$ cat src/median_filter_3x3_core_macros.svh
// ----------------------------------------------------------------------------
// median_filter_3x3_core_macros : assertion macros
// Implication checks clocked on clk with rst_n low disabling them.
// ----------------------------------------------------------------------------
`ifndef MEDIAN_FILTER_3X3_CORE_MACROS_SVH
`define MEDIAN_FILTER_3X3_CORE_MACROS_SVH

`ifndef SYNTH

`define MF3_ASSERT_IMP(lbl, ante, cons, msg) \
  lbl: assert property (@(posedge clk) disable iff (!rst_n) (ante) |-> (cons)) \
    else $error(msg);

`define MF3_ASSERT_NXT(lbl, ante, cons, msg) \
  lbl: assert property (@(posedge clk) disable iff (!rst_n) (ante) |=> (cons)) \
    else $error(msg);

`else

`define MF3_ASSERT_IMP(lbl, ante, cons, msg)

`define MF3_ASSERT_NXT(lbl, ante, cons, msg)

`endif

`endif

$ cat src/mf3_pkg.sv
// ----------------------------------------------------------------------------
// mf3_pkg
// Types, register codes and compare helpers of the 3x3 median filter.
// ----------------------------------------------------------------------------
package mf3_pkg;

  localparam int PIX_W       = 8;
  localparam int CFG_IDX_W   = 2;
  localparam int CFG_DATA_W  = 16;
  localparam int WIDTH_REG_W = 12;
  localparam int HEIGHT_W    = 16;
  localparam int OUT_COL_W   = 11;

  localparam logic [WIDTH_REG_W-1:0] WIDTH_RESET  = 12'd640;
  localparam logic [HEIGHT_W-1:0]    HEIGHT_RESET = 16'd480;

  typedef enum logic [CFG_IDX_W-1:0] {
    REG_IMAGE_WIDTH  = 2'd0,
    REG_IMAGE_HEIGHT = 2'd1
  } cfg_reg_t;

  typedef struct packed {
    logic [PIX_W-1:0] pixel;
    logic             frame_start;
  } pix_in_t;

  typedef struct packed {
    logic [PIX_W-1:0]     median;
    logic [OUT_COL_W-1:0] center_col;
    logic [HEIGHT_W-1:0]  center_row;
    logic                 frame_end;
  } result_t;

  // one window column, sorted low to high
  typedef struct packed {
    logic [PIX_W-1:0] hi;
    logic [PIX_W-1:0] md;
    logic [PIX_W-1:0] lo;
  } col_t;

  function automatic logic [PIX_W-1:0] max2(input logic [PIX_W-1:0] a,
                                            input logic [PIX_W-1:0] b);
    return (a > b) ? a : b;
  endfunction

  function automatic logic [PIX_W-1:0] min2(input logic [PIX_W-1:0] a,
                                            input logic [PIX_W-1:0] b);
    return (a < b) ? a : b;
  endfunction

  function automatic logic [PIX_W-1:0] max3(input logic [PIX_W-1:0] a,
                                            input logic [PIX_W-1:0] b,
                                            input logic [PIX_W-1:0] c);
    return max2(max2(a, b), c);
  endfunction

  function automatic logic [PIX_W-1:0] min3(input logic [PIX_W-1:0] a,
                                            input logic [PIX_W-1:0] b,
                                            input logic [PIX_W-1:0] c);
    return min2(min2(a, b), c);
  endfunction

  function automatic logic [PIX_W-1:0] med3(input logic [PIX_W-1:0] a,
                                            input logic [PIX_W-1:0] b,
                                            input logic [PIX_W-1:0] c);
    return max2(min2(a, b), min2(max2(a, b), c));
  endfunction

  function automatic col_t sort3(input logic [PIX_W-1:0] a,
                                 input logic [PIX_W-1:0] b,
                                 input logic [PIX_W-1:0] c);
    col_t s;
    s.lo = min3(a, b, c);
    s.hi = max3(a, b, c);
    s.md = med3(a, b, c);
    return s;
  endfunction

endpackage

$ cat src/mf3_col_cell.sv
// ----------------------------------------------------------------------------
// mf3_col_cell
// One window column: sorts the column it takes and hands it on when enabled.
// ----------------------------------------------------------------------------
module mf3_col_cell (
  input  logic          clk,
  input  logic          rst_n,
  input  logic          en,
  input  mf3_pkg::col_t col_in,
  output mf3_pkg::col_t col_out
);

  import mf3_pkg::*;

  col_t col_r;
  col_t col_nxt;

  assign col_nxt = sort3(col_in.hi, col_in.md, col_in.lo);
  assign col_out = col_r;

  always_ff @(posedge clk) begin
    if (!rst_n) begin
      col_r <= '0;
    end else if (en) begin
      col_r <= col_nxt;
    end
  end

endmodule

$ cat config.mk
export PLATFORM = sky130hd
export DESIGN_NAME = mf3_col_cell
export DESIGN_NICKNAME = d
export VERILOG_FILES = /design/src/median_filter_3x3_core_macros.svh /design/src/mf3_pkg.sv /design/src/mf3_col_cell.sv
export SDC_FILE = /design/constraint.sdc
export NUM_CORES = 1
export LEC_CHECK = 0
export BUFFER_PORTS_ARGS = -buffer_cell sky130_fd_sc_hd__buf_4
export CAP_MARGIN = 5
export CORE_MARGIN = 4
export CORE_UTILIZATION = 39
export CTS_BUF_LIST = sky130_fd_sc_hd__clkbuf_16
export DETAILED_ROUTE_END_ITERATION = 7
export PLACE_DENSITY = 0.72
export SYNTH_ARGS = -nofsm -noshare
export SYNTH_HDL_FRONTEND = slang
export SYNTH_SLANG_ARGS = --single-unit
$ cat constraint.sdc
create_clock -name clk -period 5.35 [get_ports clk]
set_clock_uncertainty 0.15 [all_clocks]
set_input_delay 0.535 -clock clk [delete_from_list [all_inputs] [get_ports clk]]
set_output_delay 0.535 -clock clk [all_outputs]
set_load 0.01 [all_outputs]
# Word level (Yosys, flattened, before mapping)
# Cells that the tools add are included.
# totals
in_bits	27
ff_bits	24
elab_cells	15
output_inout_bits	24
# classes
mux	6
order_cmp	6
# ops
op	count
2-to-1 mux 8 bit	6
greater-than comparator 8 bit	3
less-than comparator 8 bit	3

# Depth between registers and ports, before layout
# Gate-level depths: netlist of the first run.
# logic_depth
depth_word	6
mapped_depth	26
depth_no_buf	23

# Worst setup path before layout of the first run
# No wires, ideal clock.
# synth_path
kind	input port to flip-flop
start	input col_in[13] (netlist bit)
end	register col_r (netlist bit col_out[8])
slack_ps	25
path_buffers	3
stages	24
setup_ps	115
t_arrival_ps	5061
required_ps	5085
cell_sequence	inv_1 > ha_1 > a21oi_1 > nor2_1 > a211oi_4 > o2bb2ai_4 > mux2i_1 > inv_1 > ha_1 > nor2b_1 > o211ai_1 > a21oi_1 > a211oi_1 > buf_2 > clkbuf_1 > o21ai_0 > ha_1 > a21o_1 > a21oi_1 > o2111ai_1 > and3_1 > buf_1 > a22o_1 > o21a_1
# synth_between
elab_chain_len	6
elab_cells_between_ends	8
cone_classes	4 x order compare; 4 x mux
# synth_lines
item	line	text
start, declared	mf3_col_cell.sv:9	input mf3_pkg::col_t col_in,
greater-than comparator 8 bit	mf3_pkg.sv:43	return (a > b) ? a : b;
2-to-1 mux 8 bit	mf3_pkg.sv:43	
less-than comparator 8 bit	mf3_pkg.sv:48	return (a < b) ? a : b;
2-to-1 mux 8 bit	mf3_pkg.sv:48	
greater-than comparator 8 bit	mf3_pkg.sv:43	
2-to-1 mux 8 bit *	mf3_pkg.sv:43	
end signal, assigned	mf3_col_cell.sv:25	col_r <= col_nxt;
end, declared	mf3_col_cell.sv:15	col_t col_r;
# Every way passes the cells marked *; elsewhere a longest branch is shown, timed or not.
# A chain may end at the register's enable or synchronous reset.

# Worst setup path after layout of the first run
# layout_path
start	input col_in[9] (netlist bit)
end	register col_r (netlist bit col_out[8])
# The elaborated chain is that of the path after synthesis.

==> run metrics, run 1 <==
status completed; clock network latency to the later pin of the worst-skew pair 0.26 ns; chip height 83.23 um; Yosys top cell area share 21.77%; hold violation total from the final report 0; final layout net count 389; die width 83.23 um; count of mapped cells out of synthesis 279; cell type with the largest total area after synthesis sky130_fd_sc_hd__dfxtp_1; unrepaired setup endpoints after global routing false; via count 2331; first-pass GRT wire length 10810 um; worst-case vdd ir drop 0.1372 mV; Post-Syn Area 0.002207 sq mm; flop and latch count out of synthesis 24; number of buffer cells added on primary ports 50; clock edge transition at the registers on the reported setup and hold paths 0.06 ns; number of antenna violations at the first check in global routing 0; initial core utilization 40.08%; pwr dens 280.7 mW/mm^2; number of buffers between clock root and the deepest sink 2; count of antenna-violating nets left after detailed routing 0; Routed WL per cell 16.46 um; CTS root buffer sky130_fd_sc_hd__clkbuf_16; class of the most critical setup path in -> reg; period utilization 92.12%; growth of design area from synthesis to finish 25.68%; maximum number of pins on one net before global-route repair 40; sequential element share of the synthesized area 21.77%; sequential standard cell area 480.5 sq um; Via density 5.799; number of design rule violations left after detail routing 0; count of distinct cell types in the synthesized netlist 39; Fin Setup TNS 0 ns; nature of the critical path startpoint input port; routability-driven placement congestion ratio 0.9030; routed wire length 6616 um; GR Overflow Total 0; Leak Pwr 1.359 nW; class of the tightest hold or removal check reg -> reg; final number of max-transition violations 0; worst endpoint required time 5.36 ns; worst slew slack as a fraction of its limit 44.02%; All-Layer GR Usage 18.66%; setup violators final 0; H-tree level count 1; count of flip-flops with a built-in enable after synthesis 0; flip-flop count of the largest register after layout 24; area of the multi-input gates 0.001546 sq mm; TritonCTS clock tree built; number of warnings reported in the yosys synthesis log 0; maximum fanout along the worst path 19; drt initial violations 173; proportion of register bits with asynchronous set or reset after synthesis 0%; average footprint of a synthesized cell 7.911 sq um; Filler Cell Count 529; vias in the first global route 2266; arrival time reported for the critical path endpoint 4.94 ns; Max Clk Rate 202.9 MHz; ports placed on the boundary 51; final period demand of the worst path 4.929 ns; Sinks on Clock Net 24; number of hold buffers added after cts 0; Std-Cell Rows 27; CTS buffer count 3; net count after synthesis 337; # diodes 0; number of search-and-repair iterations in the first detailed-routing pass 4; most used flip-flop cell after synthesis sky130_fd_sc_hd__dfxtp_1; Core Box Area 0.005507 sq mm; fraction of final layout cells with drive strength greater than 1 23.33%; Maximum Capacitance Violations 0; Final Core Density 50.37%; Critical Path End Type register; area of the die 0.006927 sq mm; pin slew with the least headroom to its limit 0.8310 ns; cells taking the most area after synthesis sky130_fd_sc_hd__dfxtp_1 22%, sky130_fd_sc_hd__ha_1 18%, sky130_fd_sc_hd__nand3_1 5.2%, sky130_fd_sc_hd__o21ai_0 5.2%, sky130_fd_sc_hd__a21oi_1 5.0%; Post-DP HPWL 5169 um
final timing paths:
check / startpoint / endpoint / slack (ns) / cells after the start
hold / removal: col_out[21] / col_out[21] / 0.34 / 2
setup reg to reg: col_out[13] / col_out[13] / 4.38 / 3
setup / recovery: col_in[9] / col_out[8] / 0.42 / 21
hold reg to reg: col_out[21] / col_out[21] / 0.34 / 2
synthesized netlist by cell type, types with 6 or more instances:
master and number:
sky130_fd_sc_hd__nand3_1 23, sky130_fd_sc_hd__a21o_1 12, sky130_fd_sc_hd__o211ai_1 9, sky130_fd_sc_hd__mux2i_1 8, sky130_fd_sc_hd__a21boi_1 6, sky130_fd_sc_hd__a21oi_1 22, sky130_fd_sc_hd__dfxtp_1 24, sky130_fd_sc_hd__nor2_1 10
sky130_fd_sc_hd__a22oi_1 6, sky130_fd_sc_hd__nand2_1 20, sky130_fd_sc_hd__inv_1 28, sky130_fd_sc_hd__nand4_1 12, sky130_fd_sc_hd__clkbuf_1 9, sky130_fd_sc_hd__o21ai_0 23, sky130_fd_sc_hd__a32o_1 6, sky130_fd_sc_hd__ha_1 31
layout by cell type (no fill, tap or decap), types with 2 or more instances in the layout:
master                      synthesis  final
sky130_fd_sc_hd__a21boi_1           6      6
sky130_fd_sc_hd__a21o_1            12     12
sky130_fd_sc_hd__a21oi_1           22     21
sky130_fd_sc_hd__a22oi_1            6      6
sky130_fd_sc_hd__a32o_1             6      6
sky130_fd_sc_hd__buf_4              2     63
sky130_fd_sc_hd__clkbuf_16          0      3
sky130_fd_sc_hd__dfxtp_1           24     24
sky130_fd_sc_hd__ha_1              31     31
sky130_fd_sc_hd__inv_1             28     28
sky130_fd_sc_hd__mux2_4             2      2
sky130_fd_sc_hd__mux2i_1            8      8
sky130_fd_sc_hd__nand2_1           20     20
sky130_fd_sc_hd__nand3_1           23     23
sky130_fd_sc_hd__nand4_1           12     12
sky130_fd_sc_hd__nor2_1            10     10
sky130_fd_sc_hd__nor2b_1            2      2
sky130_fd_sc_hd__o211ai_1           9      9
sky130_fd_sc_hd__o21a_1             2      2
sky130_fd_sc_hd__o21ai_0           23     23
cell type report:
class / instances / share of cell area [%]
sequential: 24 / 17.32
clock inverter: 1 / 0.1353
multi-input combinational: 211 / 55.75
timing repair buffer: 63 / 17.05
clock buffer: 3 / 2.706
tap: 72 / 3.248
inverter: 28 / 3.789
metrics by stage:
stage	area, sq um	std cells	power, mW	hold WS [ns]	setup WS, ns
global route	2774	402	0.8303	0.3756	0.09870
floorplan	2207	279	0.4699	0.3570	0.02480
detailed placement	2675	396	0.6015	0.3289	0.07213
CTS	2754	400	0.7667	0.3398	0.2593
global placement	2675	396	0.5936	0.3277	0.1663
finish	2774	402	0.7787	0.3360	0.4214
routing by layer:
layer	track usage [%]	up-vias	routed length, um
li1	-	1130	-
met1	23.46	1102	2792
met2	31.63	84	3158
met3	3.770	15	528
met4	6.241	0	137
met5	0	-	0
power by group:
group | switching [mW] | leakage, nW | total [mW] | internal, mW
sequential | 0.0169 | 0.198 | 0.225 | 0.208
combinational | 0.217 | 1.12 | 0.391 | 0.174
clock | 0.0629 | 0.0385 | 0.163 | 0.0999
repair_timing:
action / CTS / global route
buffers inserted: 0 / 2
endpoints found under the setup margin: 0 / 7
gates resized for setup: 0 / 2
critical path, stage by stage:
cell and delay [ns]:
sky130_fd_sc_hd__buf_4 0.09, sky130_fd_sc_hd__inv_1 0.04, sky130_fd_sc_hd__ha_1 0.29, sky130_fd_sc_hd__nor2b_1 0.13, sky130_fd_sc_hd__o211ai_1 0.19, sky130_fd_sc_hd__a21o_1 0.20, sky130_fd_sc_hd__o2bb2ai_4 0.23, sky130_fd_sc_hd__mux2_4 0.37
sky130_fd_sc_hd__ha_1 0.30, sky130_fd_sc_hd__a21o_1 0.18, sky130_fd_sc_hd__a21o_1 0.19, sky130_fd_sc_hd__a211oi_2 0.34, sky130_fd_sc_hd__buf_4 0.29, sky130_fd_sc_hd__mux2i_1 0.13, sky130_fd_sc_hd__ha_1 0.20, sky130_fd_sc_hd__a21o_1 0.16
sky130_fd_sc_hd__a21oi_1 0.20, sky130_fd_sc_hd__o2111ai_1 0.18, sky130_fd_sc_hd__and3_2 0.31, sky130_fd_sc_hd__a22o_1 0.22, sky130_fd_sc_hd__o21a_1 0.16
cell families after synthesis:
group / Yosys count / synth area share (%)
compound gates: 97 / 30.61
flops: 24 / 21.77
fa+ha+maj: 31 / 17.57
buf+inv: 44 / 8.616
simple gates: 73 / 16.44
mux: 10 / 4.989
(Power assumes the default switching activity.)
==> run 2: changes to the inputs <==
--- a/config.mk
+++ b/config.mk
@@ -7,11 +7,13 @@
 export LEC_CHECK = 0
 export BUFFER_PORTS_ARGS = -buffer_cell sky130_fd_sc_hd__buf_4
 export CAP_MARGIN = 5
+export CELL_PAD_IN_SITES_DETAIL_PLACEMENT = 0
+export CELL_PAD_IN_SITES_GLOBAL_PLACEMENT = 2
 export CORE_MARGIN = 4
-export CORE_UTILIZATION = 39
+export CORE_UTILIZATION = 28
 export CTS_BUF_LIST = sky130_fd_sc_hd__clkbuf_16
 export DETAILED_ROUTE_END_ITERATION = 7
-export PLACE_DENSITY = 0.72
+export PLACE_DENSITY = 0.85
 export SYNTH_ARGS = -nofsm -noshare
 export SYNTH_HDL_FRONTEND = slang
 export SYNTH_SLANG_ARGS = --single-unit
==> run 2 against run 1 <==
  * Register-to-register slack better by 0.02 ns
  * Final cell count is 7.5% higher
  * Largest power group unchanged
  * Clock-buffer cell count stayed put
  * Flip-flop and latch count stayed put
  * Combinational power is 2% lower
==> run metrics, run 2 (same netlist as run 1, synthesis figures left out) <==
final period demand of the worst path 4.886 ns (-0.04226 ns); number of search-and-repair iterations in the first detailed-routing pass 6 (+2); clock network latency to the later pin of the worst-skew pair 0.25 ns (about the same); Post-DP HPWL 5588 um (+8.1%); final layout net count 389 (unchanged); # diodes 0 (unchanged); Max Clk Rate 204.7 MHz (+0.86%); status completed; growth of design area from synthesis to finish 28.68%; ports placed on the boundary 51 (unchanged); worst-case vdd ir drop 0.1312 mV (-4.4%); CTS root buffer sky130_fd_sc_hd__clkbuf_16; # Post-CTS Setup Buffers 0 (unchanged); first-pass GRT wire length 11160 um (+3.3%); drt initial violations 80 (-54%); Filler Cell Count 843 (+59%); number of hold buffers added after cts 0 (unchanged); Maximum Capacitance Violations 0 (unchanged); maximum fanout along the worst path 8 (-11); most common cell after layout, fill and taps aside sky130_fd_sc_hd__buf_4; flip-flop count of the largest register after layout 24 (unchanged); number of design rule violations left after detail routing 0 (unchanged); Fin Setup TNS 0 ns (unchanged); nature of the critical path startpoint input port; initial core utilization 28.71% (-11 points); slowest stage cell, crit path sky130_fd_sc_hd__a211oi_4; CTS buffer count 3 (unchanged); Core Box Area 0.007687 sq mm (+40%); Std-Cell Rows 32 (+19%); class of the most critical setup path in -> reg; worst slew slack as a fraction of its limit 51.44% (+7.4 points); fraction of final layout cells with drive strength greater than 1 23.03% (-0.30 points); maximum number of pins on one net before global-route repair 40 (unchanged); Resized Gates After CTS 0 (unchanged); number of buffer cells added on primary ports 50 (unchanged); setup violators final 0 (unchanged); count of antenna-violating nets left after detailed routing 0 (unchanged); routed wire length 6723 um (+1.6%); die width 96.79 um (+16%); chip height 96.79 um (+16%); Routed WL per cell 15.56 um (-5.4%); routability-driven placement congestion ratio 0.8402 (-7.0%); Final Core Density 36.95% (-13 points); unrepaired setup endpoints after global routing false; pwr dens 288.2 mW/mm^2 (+2.6%); commonest cells after routing, fill and taps aside 63 x sky130_fd_sc_hd__buf_4, 31 x sky130_fd_sc_hd__ha_1, 28 x sky130_fd_sc_hd__inv_1, 24 x sky130_fd_sc_hd__dfxtp_1; CP Cell Sequence buf_4, inv_1, ha_1, a21oi_1, nor2_1, a211oi_4, o2bb2ai_4, mux2i_1, inv_1, ha_1, nor2b_1, o211ai_1, a21oi_1, a211oi_4, nand2_1, o21ai_0, ha_1, a21o_1, a21oi_1, o2111ai_1, and3_1, a22o_1, o21a_1; pin slew with the least headroom to its limit 0.7208 ns (-0.1101 ns); All-Layer GR Usage 14.16% (-4.5 points); area of the die 0.009367 sq mm (+35%); period utilization 91.33% (-0.79 points); vias in the first global route 2221 (-2.0%); setup slack of the critical path after layout 0.4637 ns (+0.04226 ns); arrival time reported for the critical path endpoint 4.88 ns (-0.06 ns); Critical Path End Type register; TritonCTS clock tree built; hold violation total from the final report 0 (unchanged); number of buffers between clock root and the deepest sink 2 (unchanged); via count 2197 (-5.7%); worst endpoint required time 5.35 ns (about the same); class of the tightest hold or removal check reg -> reg; clock edge transition at the registers on the reported setup and hold paths 0.06 ns (about the same); Leak Pwr 1.374 nW (+1.1%); final number of max-transition violations 0 (unchanged); GR Overflow Total 0 (unchanged); worst setup slack after placement 0.1520 ns (+0.07984 ns); H-tree level count 1 (unchanged); Via density 5.086 (-12%); stage delay of the slowest cell on the critical path 0.40 ns (+0.03 ns); Sinks on Clock Net 24 (unchanged); number of antenna violations at the first check in global routing 0 (unchanged)
-- run 2: area by class of cell --
type / count / area, sq um / share of cell area (%)
repair buffers: 63 / 473.0 / 16.65
flip-flops and latches: 24 / 480.5 / 16.92
well taps: 102 / 127.6 / 4.493
multi-input cells: 211 / 1549 / 54.54
clock buffers: 3 / 75.07 / 2.643
clock inverters: 1 / 30.03 / 1.057
inverters: 28 / 105.1 / 3.700
-- run 2: power breakdown --
part / internal [mW] / switching [mW] / leakage [nW]
clock: 0.149 / 0.0624 / 0.0511
combinational: 0.173 / 0.212 / 1.12
sequential: 0.208 / 0.0155 / 0.198
-- run 2: final timing paths --
path               startpoint     endpoint  slack, ns  cells after the start
hold / removal    col_out[21]  col_out[21]       0.36                      2
setup reg to reg   col_out[8]   col_out[8]       4.40                      2
setup / recovery   col_in[13]   col_out[8]       0.46                     23
hold reg to reg   col_out[21]  col_out[21]       0.36                      2
-- run 2: worst max-delay path, delay by kind of cell --
family | cells | cell delay, ns
buffers and inverters | 3 | 0.22
AO/OA/AOI/OAI | 12 | 2.37
adder cells (fa/ha/maj) | 3 | 0.87
AND/OR/NAND/NOR | 4 | 0.60
multiplexers | 1 | 0.29
-- run 2: per-layer routing --
| layer | global-route usage (%) | wire [um] |
|---|---|---|
| met3 | 1.586 | 144 |
| met1 | 18.64 | 3180 |
| met2 | 25.53 | 3369 |
| met4 | 1.620 | 27 |
| met5 | 0 | 0 |
-- run 2: stage by stage --
| stage | std cells | total power, mW | hold slack, ns | cell area [sq um] |
|---|---|---|---|---|
| 5_1_grt | 432 | 0.8806 | 0.3706 | 2840 |
| 3_5_place_dp | 428 | 0.6098 | 0.3399 | 2728 |
| 4_1_cts | 432 | 0.8238 | 0.3547 | 2833 |
| 6_report | 432 | 0.8184 | 0.3569 | 2840 |
| 3_3_place_gp | 428 | 0.6057 | 0.3382 | 2728 |
| 2_1_floorplan | 279 | 0.4699 | 0.3570 | 2207 |
